==> src/rtl/bgal_pkg.sv <==
// bgal_pkg: shared types and constants for the button gesture and light block
// depends on nothing
package bgal_pkg;

  typedef enum logic [2:0] {
    EV_NONE         = 3'd0,
    EV_BLUE_SHORT   = 3'd1,
    EV_BLUE_LONG    = 3'd2,
    EV_ORANGE_SHORT = 3'd3,
    EV_ORANGE_LONG  = 3'd4,
    EV_BLUE_DUO     = 3'd5,
    EV_ORANGE_DUO   = 3'd6
  } event_t;

  typedef enum logic {
    OP_STATUS  = 1'b0,
    OP_REFRESH = 1'b1
  } op_t;

  typedef enum logic [1:0] {
    REG_LONG_PRESS = 2'd0,
    REG_ACK_BLINK  = 2'd1
  } reg_index_t;

  localparam logic [15:0] LONG_PRESS_RESET = 16'd1000;
  localparam logic [15:0] ACK_BLINK_RESET  = 16'd100;
  localparam logic [7:0]  DEFAULT_LEVEL    = 8'd127;
  localparam logic signed [7:0] IR_MODE_MAX = -8'sd2;
  localparam int unsigned BLUE_BIT   = 0;
  localparam int unsigned ORANGE_BIT = 1;

  // button state seen by the light logic
  typedef struct packed {
    logic        blue_held;
    logic        orange_held;
    logic [31:0] blue_start;
    logic [31:0] orange_start;
  } press_t;

endpackage

==> src/rtl/bgal_gesture.sv <==
// bgal_gesture: button press state and release classification
// depends on bgal_pkg
module bgal_gesture (
  input  logic                 clk,
  input  logic                 rst,
  input  logic                 update,
  input  logic [31:0]          now_ms,
  input  logic [1:0]           status_bits,
  input  logic [15:0]          long_press_ms,
  output bgal_pkg::event_t     event_code,
  output bgal_pkg::press_t     press
);

  bgal_pkg::press_t press_next;
  logic swallow_blue;
  logic swallow_orange;
  logic swallow_blue_next;
  logic swallow_orange_next;
  logic blue_now;
  logic orange_now;
  logic blue_rel;
  logic orange_rel;
  logic [31:0] blue_dur;
  logic [31:0] orange_dur;

  always_comb begin
    blue_now   = ~status_bits[bgal_pkg::BLUE_BIT];
    orange_now = ~status_bits[bgal_pkg::ORANGE_BIT];
    blue_rel   = press.blue_held & ~blue_now;
    orange_rel = press.orange_held & ~orange_now;
    blue_dur   = now_ms - press.blue_start;
    orange_dur = now_ms - press.orange_start;

    press_next              = press;
    press_next.blue_held    = blue_now;
    press_next.orange_held  = orange_now;
    if (blue_now && !press.blue_held) begin
      press_next.blue_start = now_ms;
    end
    if (orange_now && !press.orange_held) begin
      press_next.orange_start = now_ms;
    end

    event_code          = bgal_pkg::EV_NONE;
    swallow_blue_next   = swallow_blue;
    swallow_orange_next = swallow_orange;
    if (blue_rel && swallow_blue) begin
      swallow_blue_next = 1'b0;
    end
    if (blue_rel && !swallow_blue) begin
      if (orange_now) begin
        swallow_orange_next = 1'b1;
        event_code          = bgal_pkg::EV_BLUE_DUO;
      end else if (blue_dur < {16'd0, long_press_ms}) begin
        event_code = bgal_pkg::EV_BLUE_SHORT;
      end else begin
        event_code = bgal_pkg::EV_BLUE_LONG;
      end
    end else if (orange_rel) begin
      if (swallow_orange) begin
        swallow_orange_next = 1'b0;
      end else if (blue_now) begin
        swallow_blue_next = 1'b1;
        event_code        = bgal_pkg::EV_ORANGE_DUO;
      end else if (orange_dur < {16'd0, long_press_ms}) begin
        event_code = bgal_pkg::EV_ORANGE_SHORT;
      end else begin
        event_code = bgal_pkg::EV_ORANGE_LONG;
      end
    end
  end

  always_ff @(posedge clk) begin
    if (rst) begin
      press          <= '0;
      swallow_blue   <= 1'b0;
      swallow_orange <= 1'b0;
    end else if (update) begin
      press          <= press_next;
      swallow_blue   <= swallow_blue_next;
      swallow_orange <= swallow_orange_next;
    end
  end

endmodule

==> src/rtl/bgal_lights.sv <==
// bgal_lights: blue, orange and infrared drive levels with acknowledge blanking
// depends on bgal_pkg
module bgal_lights (
  input  logic [31:0]        now_ms,
  input  logic               connected,
  input  logic [7:0]         brightness,
  input  logic signed [7:0]  duo_mode,
  input  logic signed [7:0]  solo_mode,
  input  logic [7:0]         infrared_request,
  input  logic [15:0]        long_press_ms,
  input  logic [15:0]        ack_blink_ms,
  input  bgal_pkg::press_t   press,
  output logic [7:0]         blue_level,
  output logic [7:0]         orange_level,
  output logic [7:0]         infrared_level
);

  logic [7:0]  def_level;
  logic [16:0] window_end;
  logic [31:0] blue_dur;
  logic [31:0] orange_dur;
  logic        blue_blink;
  logic        orange_blink;

  always_comb begin
    def_level  = connected ? brightness : bgal_pkg::DEFAULT_LEVEL;
    window_end = {1'b0, ack_blink_ms} + {1'b0, long_press_ms};
    blue_dur   = now_ms - press.blue_start;
    orange_dur = now_ms - press.orange_start;
    // blank right after the press and again just past the long-press mark
    blue_blink = (blue_dur < {16'd0, ack_blink_ms})
              || ((blue_dur < {15'd0, window_end}) && (blue_dur > {16'd0, long_press_ms}));
    orange_blink = (orange_dur < {16'd0, ack_blink_ms})
              || ((orange_dur < {15'd0, window_end}) && (orange_dur > {16'd0, long_press_ms}));

    blue_level   = def_level;
    orange_level = def_level;
    if (duo_mode > 8'sd0 || solo_mode > 8'sd0) begin
      blue_level = '0;
    end
    if (duo_mode < 8'sd0 || solo_mode < 8'sd0) begin
      orange_level = '0;
    end
    if (press.orange_held) begin
      if (orange_blink) begin
        orange_level = '0;
      end
      blue_level = '0;
    end
    if (press.blue_held) begin
      if (blue_blink) begin
        blue_level = '0;
      end
      orange_level = '0;
    end
    // both held: the later press gets its light back
    if (press.blue_held && press.orange_held) begin
      if (press.blue_start < press.orange_start) begin
        orange_level = def_level;
      end else begin
        blue_level = def_level;
      end
    end
    infrared_level = (duo_mode <= bgal_pkg::IR_MODE_MAX) ? infrared_request : '0;
  end

endmodule

==> src/rtl/button_gesture_and_ack_lights.sv <==
// button_gesture_and_ack_lights: top level, input register, result register
// press state updates are registered and seen by the next request
// throughput: one request per cycle while out_ready does not stall the output
// reset: long press 1000 ms, blink 100 ms, no button held, no release swallowed
// depends on bgal_pkg, bgal_gesture, bgal_lights
module button_gesture_and_ack_lights (
  input  logic               clk,
  input  logic               rst,
  input  logic               cfg_write,
  input  logic [1:0]         cfg_index,
  input  logic [15:0]        cfg_data,
  input  logic               in_valid,
  output logic               in_ready,
  input  logic               operation,
  input  logic [31:0]        now_ms,
  input  logic [1:0]         status_bits,
  input  logic               connected,
  input  logic [7:0]         brightness,
  input  logic signed [7:0]  duo_mode,
  input  logic signed [7:0]  solo_mode,
  input  logic [7:0]         infrared_request,
  output logic               out_valid,
  input  logic               out_ready,
  output logic [2:0]         event_code,
  output logic [7:0]         blue_level,
  output logic [7:0]         orange_level,
  output logic [7:0]         infrared_level
);

  logic [15:0] long_press_ms;
  logic [15:0] ack_blink_ms;

  logic               s1_valid;
  bgal_pkg::op_t      s1_op;
  logic [31:0]        s1_now;
  logic [1:0]         s1_bits;
  logic               s1_conn;
  logic [7:0]         s1_bright;
  logic signed [7:0]  s1_duo;
  logic signed [7:0]  s1_solo;
  logic [7:0]         s1_ir;

  logic               advance;
  logic               status_update;
  bgal_pkg::event_t   ev;
  bgal_pkg::press_t   press;
  logic [7:0]         blue_c;
  logic [7:0]         orange_c;
  logic [7:0]         ir_c;

  assign advance       = s1_valid && (!out_valid || out_ready);
  assign in_ready      = !s1_valid || advance;
  assign status_update = advance && (s1_op == bgal_pkg::OP_STATUS);

  always_ff @(posedge clk) begin
    if (rst) begin
      long_press_ms <= bgal_pkg::LONG_PRESS_RESET;
      ack_blink_ms  <= bgal_pkg::ACK_BLINK_RESET;
    end else if (cfg_write) begin
      unique case (cfg_index)
        bgal_pkg::REG_LONG_PRESS: long_press_ms <= cfg_data;
        bgal_pkg::REG_ACK_BLINK:  ack_blink_ms  <= cfg_data;
        default: ;
      endcase
    end
  end

  always_ff @(posedge clk) begin
    if (rst) begin
      s1_valid <= 1'b0;
    end else if (in_ready) begin
      s1_valid <= in_valid;
    end
  end

  always_ff @(posedge clk) begin
    if (in_ready && in_valid) begin
      s1_op     <= bgal_pkg::op_t'(operation);
      s1_now    <= now_ms;
      s1_bits   <= status_bits;
      s1_conn   <= connected;
      s1_bright <= brightness;
      s1_duo    <= duo_mode;
      s1_solo   <= solo_mode;
      s1_ir     <= infrared_request;
    end
  end

  bgal_gesture u_gesture (
    .clk           (clk),
    .rst           (rst),
    .update        (status_update),
    .now_ms        (s1_now),
    .status_bits   (s1_bits),
    .long_press_ms (long_press_ms),
    .event_code    (ev),
    .press         (press)
  );

  bgal_lights u_lights (
    .now_ms           (s1_now),
    .connected        (s1_conn),
    .brightness       (s1_bright),
    .duo_mode         (s1_duo),
    .solo_mode        (s1_solo),
    .infrared_request (s1_ir),
    .long_press_ms    (long_press_ms),
    .ack_blink_ms     (ack_blink_ms),
    .press            (press),
    .blue_level       (blue_c),
    .orange_level     (orange_c),
    .infrared_level   (ir_c)
  );

  always_ff @(posedge clk) begin
    if (rst) begin
      out_valid <= 1'b0;
    end else if (!out_valid || out_ready) begin
      out_valid <= s1_valid;
    end
  end

  always_ff @(posedge clk) begin
    if (advance) begin
      if (s1_op == bgal_pkg::OP_STATUS) begin
        event_code     <= ev;
        blue_level     <= '0;
        orange_level   <= '0;
        infrared_level <= '0;
      end else begin
        event_code     <= bgal_pkg::EV_NONE;
        blue_level     <= blue_c;
        orange_level   <= orange_c;
        infrared_level <= ir_c;
      end
    end
  end

endmodule

==> config.mk <==
export PLATFORM = sky130hd
export DESIGN_NAME = button_gesture_and_ack_lights
export DESIGN_NICKNAME = d
export VERILOG_FILES = /design/src/rtl/bgal_pkg.sv /design/src/rtl/bgal_gesture.sv /design/src/rtl/bgal_lights.sv /design/src/rtl/button_gesture_and_ack_lights.sv
export SDC_FILE = /design/constraint.sdc
export NUM_CORES = 1
export LEC_CHECK = 0
export BUFFER_PORTS_ARGS = -buffer_cell sky130_fd_sc_hd__buf_2
export CAP_MARGIN = 20
export CORE_UTILIZATION = 50
export CTS_BUF_LIST = sky130_fd_sc_hd__clkbuf_2
export DETAILED_ROUTE_END_ITERATION = 10
export PLACE_DENSITY = 0.77
export SLEW_MARGIN = 0
export SYNTH_ARGS = -nofsm -noshare
export SYNTH_HDL_FRONTEND = slang
export SYNTH_SLANG_ARGS = --single-unit
==> constraint.sdc <==
create_clock -name clk -period 5.8 [get_ports clk]
set_input_delay 0.87 -clock clk [delete_from_list [all_inputs] [get_ports clk]]
set_output_delay 0.87 -clock clk [all_outputs]
set_load 0.02 [all_outputs]
==> summary.txt, run 1 <==
Run
  • Max-cap viol count: 0

Critical path
  • Crit path required time: 6520 ps
  • CP max stage delay: 490 ps
  • Reg2Reg Setup Slack: 520 ps
  • Critical-path cell list: inv_1 -> ha_1 -> inv_1 -> fa_1 -> a211oi_1 -> o21bai_1 -> o22ai_1 -> nor2b_1 -> o21ai_0 -> nand2b_1 -> a21oi_1 -> o21bai_1 -> xor2_1 -> ha_1 -> nand4_1 -> nor2_1 -> o21a_1 -> a2111oi_0 -> o21bai_1 -> a21boi_0 -> o221a_2 -> o21ai_0 -> nor4_4 -> nor3_1
  • Reg2Reg Launch Point: s1_now[0]
  • CP startpoint kind: register
  • Capturing point of the worst reg2reg path: blue_level[0]
  • CP endpoint kind: register
  • Most common cell on crit path: o21bai_1
  • Worst EP arrival: 6000 ps
  • Critical Path Source: s1_now[0]
  • Worst path slowest cell: edfxtp_1
  • Worst setup path category: register to register
  • Max FO, Critical Path: 8
  • Reg2reg path depth: 24

Worst hold path
  • Hold worst-path end: s1_now[22]
  • Worst min-delay path class: primary input to register
  • Hold Path Origin: now_ms[22]
  • Hold Crit Depth: 1

Timing
  • Slew Limit Fails: 0
  • Endpoints failing hold: 0
  • Minimum clock period: 5280 ps
  • Final setup vio count: 0
  • Post-Route Skew: 54.1 ps
  • Fin Setup TNS: 0 ps
  • Tcrit/Tclk final: 0.910
  • Slew @ Worst Pin: 1160 ps
  • F_max: 0.190 GHz
  • RSZ-0062 raised after global routing: no
  • Worst Slack Setup Final: 523 ps
  • Relative slew slack: 0.230

Placement
  • Placer Congestion: 0.940
  • Count of buffers from port buffering: 119
  • Setup WS pre-CTS: 642 ps
  • HPWL Detailed: 28900 um

CTS
  • Clock root buffer: clkbuf_2
  • H-tree lvl count: 4
  • Clk pin slew, worst setup/hold paths: 370 ps
  • Clk buf depth: 2
  • Postcts setup bufs: 0
  • Clock sinks: 197
  • Clk Latency, worst-skew pair: 870 ps
  • CTS buffer count: 17
  • Post_cts resized: 0
  • CTS Hold Buffers Added: 0
  • CTS tree: built

Cells and area
  • # nets final: 2066
  • Layout cell share with drive strength beyond 1: 0.103
  • Layout area overhead: 8.40%

Logic synthesis
  • Ys flop type: dfxtp_1
  • Synthesized Nets: 1975
  • Syn_area_per_cell: 8.57 um2
  • Number of synthesized register bits: 197
  • Register area share after synthesis: 0.340
  • Post-Syn Instances: 1679
  • Netlist cell types: 78
  • EDFF count, synth: 95
  • Ys Warns: 0
  • Asr flop ratio synth: 0
  • Synthesized area: 14400 um2

Global route
  • Initial antenna violation count: 1
  • Global-route wire length before repair: 57700 um
  • All-Layer GR Usage: 0.249
  • Vias in the first global route: 11370
  • Largest net degree at the start of global routing: 103
  • Grt total ovfl: 0

Power
  • P_leak: 6.23 nW
  • Power per cell area: 217 nW/um2
  • Maximum vdd drop: 0.136 mV

Route
  • WL final: 37000 um
  • Residual DRC: 0
  • Via density per instance: 5.84
  • Vias: 12621
  • Post-route ant nets: 0
  • Initial DRC count: 1074
  • WL per Instance: 17.1 um
  • Drt first pass iters: 5

Floorplan
  • Die area: 29400 um2
  • Ports: 120
  • Die height: 172 um
  • Die width: 172 um
  • # rows: 61
  • Core outline area: 28000 um2
  • Initial Utilization: 0.513

Run status
  • Status: complete, no violations
[Yosys cell counts (5+ instances only)]
cell	instances	area share
and3_1	9	0.0039
nor3_1	34	0.012
a21o_1	47	0.025
edfxtp_1	95	0.20
nor2b_1	14	0.0061
nand2b_1	18	0.0078
clkbuf_1	38	0.0099
a211oi_1	17	0.0089
o21bai_1	13	0.0068
o31ai_1	12	0.0063
o21a_1	10	0.0052
o211ai_1	14	0.0073
xnor2_1	27	0.016
a32oi_1	8	0.0049
buf_2	6	0.0021
or3_1	7	0.0030
dfxtp_1	102	0.14
a21oi_1	196	0.068
a211o_1	17	0.010
nand2_1	252	0.066
o2111ai_1	5	0.0030
nand3_1	29	0.010
nor4_1	11	0.0048
o22ai_1	7	0.0030
nor2_1	95	0.025
o21ai_0	69	0.024
a31oi_1	17	0.0074
and2_1	16	0.0070
a2111oi_0	7	0.0043
inv_1	129	0.034
nand4_1	31	0.013
mux2i_1	6	0.0042
ha_1	202	0.18
nand3b_1	5	0.0026
xor2_1	31	0.019
o31a_1	6	0.0037
a21boi_0	8	0.0042
[report_power, final]
group / internal, mW / switching (mW) / total, mW
clock: 0.254 / 0.598 / 0.852
sequential: 1.53 / 0.0466 / 1.57
combinational: 0.373 / 0.580 / 0.953
[layer usage]
metal | vias up | wire [um] | part of all wire | GRT usage
met3 | 33 | 1980 | 0.054 | 0.0308
met5 | - | 0 | 0 | 0
li1 | 6270 | - | - | -
met4 | 0 | 552 | 0.015 | 0.0668
met2 | 380 | 16700 | 0.45 | 0.398
met1 | 5938 | 17800 | 0.48 | 0.353
[worst max-delay path by stage]
stage / depth (start not counted) / end / slack, ps
2_1_floorplan: 24 / blue_level[0] / 1430
3_3_place_gp: 24 / blue_level[7] / 870
3_5_place_dp: 24 / blue_level[5] / 640
4_1_cts: 24 / blue_level[5] / 570
5_1_grt: 24 / blue_level[7] / 100
6_report: 24 / blue_level[0] / 520
[per-stage QoR]
step	total power [mW]	instances	util	hold slack (ps)	area, um2
after floorplan	2.26	1679	-	436	14400
after CTS	3.39	2161	0.557	89.4	15600
final	3.38	2162	0.557	135	15600
after detailed placement	2.53	2129	0.545	448	15300
after global routing	3.56	2162	0.557	81.4	15600
after global placement	2.50	2129	0.545	442	15300
[final cells by class]
class                           instances  area, um2
Antenna cell                            1       2.50
Inverter                              129        484
Timing Repair Buffer                  125        643
Clock buffer                           17       85.1
Fill cell                            2576      12400
Tap cell                              378        473
Sequential cell                       197       4890
Clock inverter                         15        228
Multi-Input combinational cell       1300       8780
[critical path: cells and delay by family (launching register included)]
family | cells | cell delay [ps]
adders and majority gates | 3 | 910
and+or+nand+nor | 6 | 660
DFF | 1 | 490
buffers and inverters | 2 | 150
AOI/OAI and AO/OA | 12 | 2560
xor gates and xnor gates | 1 | 340
[registers in the layout (all words and copies together) (netlist names)]
register,flops
s1_valid,1
u_gesture.swallow_orange,1
event_code,3
out_valid,1
s1_now,32
s1_bright,8
long_press_ms,16
s1_duo,8
u_gesture.press,66
ack_blink_ms,16
infrared_level,8
orange_level,8
s1_ir,8
s1_conn,1
blue_level,8
s1_bits,2
s1_op,1
s1_solo,8
u_gesture.swallow_blue,1
[placed cells by master, fill, tap and decap left out, types with 34 or more instances in the layout]
master      n
inv_1     129
o21ai_0    69
nand2_1   252
dfxtp_1   102
a21oi_1   196
nor2_1     95
edfxtp_1   95
a21o_1     47
ha_1      202
nor3_1     34
buf_2     118
[kinds of logic after synthesis]
logic type / after synthesis / synth area share
xor+xnor: 58 / 0.0353
mux: 7 / 0.00496
buf+inv: 182 / 0.0505
fa+ha+maj: 205 / 0.180
compound gates: 484 / 0.212
simple gates: 546 / 0.177
flops: 197 / 0.340
Note: power is estimated with default switching activity, not from simulation.
==> run 2: changes to the inputs <==
Settings changed: PLACE_DENSITY 0.77 to unset, PLACE_DENSITY_LB_ADDON set to 0.08.
==> run 2 against run 1 <==
Sequential share of layout area is 0.11 points higher. Global-route usage is 0.65 points higher. Setup slack improved by 200 ps. Routed wire length about the same. Via count decreased by 1.6%. Core utilization is 0.19 points lower. Sequential power about the same. Total power fell by 6.7%. Final cell count up 0.14%. Combinational power barely moved. Clock power is 26% lower. Maximum frequency increased by 3.9%. Critical path type unchanged.
==> summary.txt, run 2 (synthesized netlist as in run 1, its figures left out) <==
Critical path
  • Max FO, Critical Path: 8 (unchanged)
  • Worst path slowest cell: edfxtp_1
  • Worst setup path category: register to register
  • Crit path required time: 6500 ps (-20 ps)
  • Reg2reg path depth: 24 (unchanged)
  • Capturing point of the worst reg2reg path: blue_level[3]
  • WP buf/inv: 2 (unchanged)
  • Reg2Reg Setup Slack: 720 ps (+200 ps)
  • Worst EP arrival: 5770 ps (-230 ps)
  • CP startpoint kind: register
  • CP endpoint kind: register
  • Worst path depth: 24 (unchanged)
  • CP max stage delay: 470 ps (-20 ps)
  • Critical Path Source: s1_now[0]
  • CP delay by family, top: compound AO/OA/AOI/OAI gates
  • Most common cell on crit path: o21bai_1
  • Worst Setup EP: blue_level[3]
  • Critical-path cell list: inv_1 -> ha_1 -> inv_1 -> fa_1 -> a211oi_1 -> o21bai_1 -> o22ai_2 -> nor2b_1 -> o21ai_0 -> nand2b_1 -> a21oi_1 -> o21bai_1 -> xor2_1 -> ha_1 -> nand4_1 -> nor2_1 -> o21a_1 -> a2111oi_0 -> o21bai_1 -> a21boi_0 -> o221a_2 -> o21ai_0 -> nor4_4 -> nor3_1
  • Reg2Reg Launch Point: s1_now[0]

Floorplan
  • Die width: 172 um (unchanged)
  • Die height: 172 um (unchanged)
  • Die area: 29400 um2 (unchanged)
  • Ports: 120 (unchanged)
  • Initial Utilization: 0.513 (unchanged)
  • Core outline area: 28000 um2 (unchanged)
  • # rows: 61 (unchanged)

Timing
  • Final setup vio count: 0 (unchanged)
  • Post-Route Skew: 63.5 ps (+9.37 ps)
  • F_max: 0.197 GHz (+3.9%)
  • Relative slew slack: 0.444 (+0.214)
  • Minimum clock period: 5080 ps (-200 ps)
  • Slew @ Worst Pin: 828 ps (-328 ps)
  • Endpoints failing hold: 0 (unchanged)
  • Min Hold Slack: 122 ps (-13.0 ps)
  • Worst Slack Setup Final: 724 ps (+200 ps)
  • RSZ-0062 raised after global routing: no
  • Fin Setup TNS: 0 ps (unchanged)
  • Slew Limit Fails: 0 (unchanged)
  • Tcrit/Tclk final: 0.875 (-0.0346)

CTS
  • Clock sinks: 197 (unchanged)
  • Clk buf depth: 2 (unchanged)
  • Clk pin slew, worst setup/hold paths: 320 ps (-50 ps)
  • CTS buffer count: 17 (unchanged)
  • Clk Latency, worst-skew pair: 890 ps (+20 ps)
  • CTS tree: built
  • H-tree lvl count: 4 (unchanged)
  • Clock root buffer: clkbuf_2
  • CTS Hold Buffers Added: 0 (unchanged)

Power
  • Combinational cell fraction of total power: 0.302 (+0.020)
  • Psw: 1.12 mW (-8.4%)
  • Maximum vdd drop: 0.186 mV (+37%)
  • Internal cell power: 2.03 mW (-5.8%)
  • Clock power frac: 0.200 (-0.052)
  • Flop pwr share: 0.499 (+0.033)
  • P_leak: 6.21 nW (-0.41%)
  • Power per cell area: 203 nW/um2 (-6.4%)
  • Sw Share: 0.356 (-0.00659)

Route
  • Residual DRC: 0 (unchanged)
  • Post-route ant nets: 0 (unchanged)
  • WL final: 37000 um (about the same)
  • Initial DRC count: 923 (-14%)
  • WL per Instance: 17.1 um (-0.12%)
  • Drt first pass iters: 5 (unchanged)
  • Vias: 12424 (-1.6%)
  • Via density per instance: 5.74 (-1.7%)

Cells and area
  • Reg with most FFs: u_gesture.press
  • Layout cell share with drive strength beyond 1: 0.103 (+0.000445)
  • Max FFs per register: 66 (unchanged)
  • Post-route cell area: 15500 um2 (-0.34%)
  • # nets final: 2068 (+0.097%)
  • Post-route insts no fill: 2165 (+0.14%)
  • Largest regs: u_gesture.press (66), s1_now (32)
  • Most frequent cells in the layout: 252 x nand2_1, 202 x ha_1, 196 x a21oi_1
  • Commonest non-fill, non-tap cell in the layout: nand2_1
  • Layout area overhead: 8.04%

Global route
  • All-Layer GR Usage: 0.256 (+0.00648)
  • Met1 GRT Util: 0.367 (+0.0142)
  • Largest net degree at the start of global routing: 103 (unchanged)
  • Met3 usage: 0.0329 (+0.00207)
  • Vias in the first global route: 11538 (+1.5%)
  • GR peak layer: met2
  • M2 GR Usage: 0.402 (+0.00352)
  • Global-route wire length before repair: 58700 um (+1.6%)
  • Grt total ovfl: 0 (unchanged)
  • Initial antenna violation count: 1 (unchanged)

Run status
  • Status: complete, no violations

Placement
  • HPWL Detailed: 29300 um (+1.4%)
  • Setup WS pre-CTS: 734 ps (+91.9 ps)
  • Dpl cells: 2129 (unchanged)
  • Placer Congestion: 0.928 (-1.2%)
  • Placed inst area: 15300 um2 (unchanged)
  • Count of buffers from port buffering: 119 (unchanged)

Worst hold path
  • Worst min-delay path class: primary input to register

Run
  • Max-cap viol count: 0 (unchanged)
[run 2: cell types whose count changed in the layout (fill, tap and decap cells not counted), sizes merged]
cell,previous run,this run
buf,125,127
bufinv,2,0
clkbuf,17,18
clkinv,1,8
diode,1,2
inv,141,135
[run 2: cell type report]
type | instances | area (um2)
inverters | 129 | 484
flip-flops and latches | 197 | 4890
well taps | 378 | 473
repair buffers | 127 | 686
multi-input cells | 1300 | 8790
diodes | 2 | 5.00
clock buffers | 18 | 90.1
fillers | 2635 | 12500
clock inverters | 14 | 119
[run 2: how the worst min path moves through the flow]
| stage | startpoint | end | slack, ps | cells after the start |
|---|---|---|---|---|
| after floorplan | u_gesture.press[10] | u_gesture.press[10] | 440 | 2 |
| after global placement | u_gesture.press[13] | u_gesture.press[13] | 440 | 2 |
| after detailed placement | u_gesture.press[4] | u_gesture.press[4] | 450 | 2 |
| after CTS | duo_mode[6] | s1_duo[6] | 30 | 1 |
| after global routing | brightness[7] | s1_bright[7] | 20 | 1 |
| final | duo_mode[6] | s1_duo[6] | 120 | 1 |
[run 2: stage by stage]
stage	power, mW	util
global route	3.35	0.555
floorplan	2.26	-
CTS	3.17	0.553
global placement	2.51	0.545
detailed placement	2.53	0.545
finish	3.15	0.555
[run 2: timing repair]
item                                    in CTS  in global routing
gates resized for setup                      0                  1
endpoints found under the hold margin        0                  0
endpoints found under the setup margin       0                  4
buffers inserted                             0                  0
[run 2: metal layers]
metal / up-vias / routed length, um
li1: 6276 / -
met1: 5809 / 18600
met5: - / 0
met3: 37 / 1580
met4: 0 / 560
met2: 302 / 16300
[run 2: power by group through the flow]
stage / clock network, mW / logic, mW / registers [mW]
final: 0.629 / 0.950 / 1.57
after global routing: 0.701 / 1.07 / 1.58
after CTS: 0.656 / 0.939 / 1.57
after detailed placement: 0 / 0.934 / 1.60
after global placement: 0 / 0.913 / 1.60
after floorplan: 0 / 0.669 / 1.59
[run 2: worst register-to-register path: stages, from the launching register on]
cell and delay (ps):
edfxtp_1 470, inv_1 100, ha_1 180, inv_1 60, fa_1 420, a211oi_1 220
o21bai_1 140, o22ai_2 230, nor2b_1 70, o21ai_0 170, nand2b_1 100, a21oi_1 180
o21bai_1 90, xor2_1 290, ha_1 310, nand4_1 90, nor2_1 60, o21a_1 90
a2111oi_0 430, o21bai_1 150, a21boi_0 150, o221a_2 260, o21ai_0 290, nor4_4 120
nor3_1 240
==> run 3: changes to the inputs <==
Settings changed: BUFFER_PORTS_ARGS -buffer_cell sky130_fd_sc_hd__buf_2 to -buffer_cell sky130_fd_sc_hd__buf_4, CELL_PAD_IN_SITES_DETAIL_PLACEMENT set to 1, CELL_PAD_IN_SITES_GLOBAL_PLACEMENT set to 1, CORE_UTILIZATION 50 to 45.
==> run 3 against run 2 <==
Maximum frequency decreased by 2.7%. Largest power group unchanged. Global-route usage increased by 0.94 points. Clock-buffer cell count decreased by 1. Sequential share of layout area decreased by 1.4 points. Core utilization decreased by 3.8 points.
==> summary.txt, run 3 (synthesized netlist as in run 1, its figures left out) <==
Floorplan
  • Die height: 181 um (+5.3%)
  • Die area: 32700 um2 (+11%)
  • # rows: 65 (+6.6%)
  • Initial Utilization: 0.457 (-0.0565)
  • Core outline area: 31500 um2 (+12%)
  • Die width: 181 um (+5.3%)
  • Ports: 120 (unchanged)

Timing
  • Fin Setup TNS: 0 ps (unchanged)
  • Final setup vio count: 0 (unchanged)
  • Tcrit/Tclk final: 0.900 (+0.0246)
  • F_max: 0.192 GHz (-2.7%)
  • Minimum clock period: 5220 ps (+143 ps)
  • Post-Route Skew: 70.6 ps (+7.05 ps)
  • Slew Limit Fails: 0 (unchanged)
  • Slew @ Worst Pin: 1080 ps (+248 ps)
  • Endpoints failing hold: 0 (unchanged)
  • RSZ-0062 raised after global routing: no
  • Relative slew slack: 0.282 (-0.161)

Run status
  • Status: complete, no violations

Cells and area
  • Layout cell share with drive strength beyond 1: 0.100 (-0.00264)
  • Number of fill cells in the layout: 3747 (+42%)
  • Max FFs per register: 66 (unchanged)
  • Final Core Density: 0.517 (-0.0380)
  • # nets final: 2105 (+1.8%)
  • Largest regs: u_gesture.press (66), s1_now (32)
  • Layout area overhead: 13.1%
  • Reg with most FFs: u_gesture.press
  • Commonest non-fill, non-tap cell in the layout: nand2_1
  • Most frequent cells in the layout: 252 x nand2_1, 202 x ha_1, 196 x a21oi_1

Critical path
  • Max FO, Critical Path: 8 (unchanged)
  • Critical-path cell list: inv_1 -> ha_1 -> inv_1 -> fa_1 -> a211oi_1 -> o21bai_1 -> o22ai_1 -> nor2b_1 -> o21ai_0 -> nand2b_1 -> a21oi_1 -> o21bai_1 -> xor2_1 -> ha_1 -> nand4_1 -> nor2_1 -> o21a_1 -> a2111oi_0 -> o21bai_1 -> a21boi_0 -> o221a_2 -> o21ai_0 -> nor4_4 -> nor3_1
  • Worst path slowest cell: edfxtp_1
  • Worst EP arrival: 5970 ps (+200 ps)
  • Worst setup path category: register to register
  • Most common cell on crit path: o21bai_1
  • CP startpoint kind: register
  • CP endpoint kind: register
  • Reg2reg path depth: 24 (unchanged)
  • Crit path required time: 6550 ps (+50 ps)
  • CP max stage delay: 480 ps (about the same)

Global route
  • Grt total ovfl: 0 (unchanged)
  • Initial antenna violation count: 1 (unchanged)
  • All-Layer GR Usage: 0.265 (+0.00936)
  • Vias in the first global route: 13110 (+14%)
  • Largest net degree at the start of global routing: 69 (-33%)
  • Global-route wire length before repair: 68300 um (+16%)

Worst hold path
  • Worst min-delay path class: primary input to register
  • Hold Crit Depth: 3 (+2)

CTS
  • Clock root buffer: clkbuf_2
  • CTS tree: built
  • Clk buf depth: 2 (unchanged)
  • CTS buffer count: 17 (unchanged)
  • Post_cts resized: 0 (unchanged)
  • Clk pin slew, worst setup/hold paths: 360 ps (+40 ps)
  • Clock sinks: 197 (unchanged)
  • H-tree lvl count: 4 (unchanged)
  • Clk Latency, worst-skew pair: 920 ps (+30 ps)
  • Postcts setup bufs: 0 (unchanged)

Placement
  • Placer Congestion: 0.907 (-2.3%)
  • HPWL Detailed: 33500 um (+14%)
  • Count of buffers from port buffering: 119 (unchanged)

Route
  • Vias: 12932 (+4.1%)
  • WL per Instance: 19.3 um (+13%)
  • Post-route ant nets: 0 (unchanged)
  • Via density per instance: 5.81 (+1.3%)
  • Initial DRC count: 705 (-24%)
  • Drt first pass iters: 5 (unchanged)
  • Residual DRC: 0 (unchanged)
  • WL final: 43000 um (+16%)

Run
  • Max-cap viol count: 0 (unchanged)

Power
  • P_leak: 6.48 nW (+4.4%)
  • Power per cell area: 206 nW/um2 (+1.4%)
  • Maximum vdd drop: 0.203 mV (+8.9%)
## run 3: path summary, 6_finish.rpt
kind	start	slack (ps)	end
setup / recovery	s1_now[0]	580	blue_level[5]
hold / removal	in_valid	130	s1_valid
setup reg to reg	s1_now[0]	580	blue_level[5]
hold reg to reg	u_gesture.press[17]	470	u_gesture.press[17]
## run 3: power breakdown
part | leakage (nW) | switching (mW) | internal (mW) | total, mW
Sequential | 1.74 | 0.0492 | 1.53 | 1.57
Combinational | 4.58 | 0.606 | 0.413 | 1.02
Clock | 0.158 | 0.562 | 0.188 | 0.750
## run 3: metal layers
metal / vias up / GRT usage / part of all wire
met1: 6335 / 0.360 / 0.49
met5: - / 0 / 0
met4: 0 / 0.0663 / 0.013
met3: 34 / 0.0373 / 0.033
met2: 218 / 0.442 / 0.47
li1: 6345 / - / -
## run 3: final cells by class
cell class | count | area, um2 | share of cell area
multi-input cells | 1300 | 8780 | 0.540
diodes | 1 | 2.50 | 0.000154
clock inverters | 15 | 183 | 0.0112
repair buffers | 164 | 1330 | 0.0817
clock buffers | 17 | 85.1 | 0.00523
well taps | 402 | 503 | 0.0309
inverters | 129 | 484 | 0.0298
flip-flops and latches | 197 | 4890 | 0.301
## run 3: worst max-delay path, delay by kind of cell (launching register included)
family / cells / cell delay, ps
compound gates: 12 / 2470
xor+xnor: 1 / 350
fa+ha+maj: 3 / 910
buf+inv: 2 / 160
flops: 1 / 480
simple gates: 6 / 690
## run 3: timing repair
| item | 4_1_cts | 5_1_grt |
|---|---|---|
| hold buffers | 39 | 0 |
| endpoints found under the hold margin | 39 | 0 |
| setup endpoints to repair | 0 | 0 |
## run 3: through the flow
step | worst slack (ps) | total power, mW | cell area (um2) | std cells | hold WS [ps]
floorplan | 1430 | 2.26 | 14400 | 1679 | 436
global placement | 871 | 2.55 | 15600 | 2153 | 442
detailed placement | 647 | 2.59 | 15600 | 2153 | 448
CTS | 570 | 3.37 | 16300 | 2224 | 0.0111
global route | 33.0 | 3.54 | 16300 | 2225 | 12.1
finish | 581 | 3.34 | 16300 | 2225 | 129
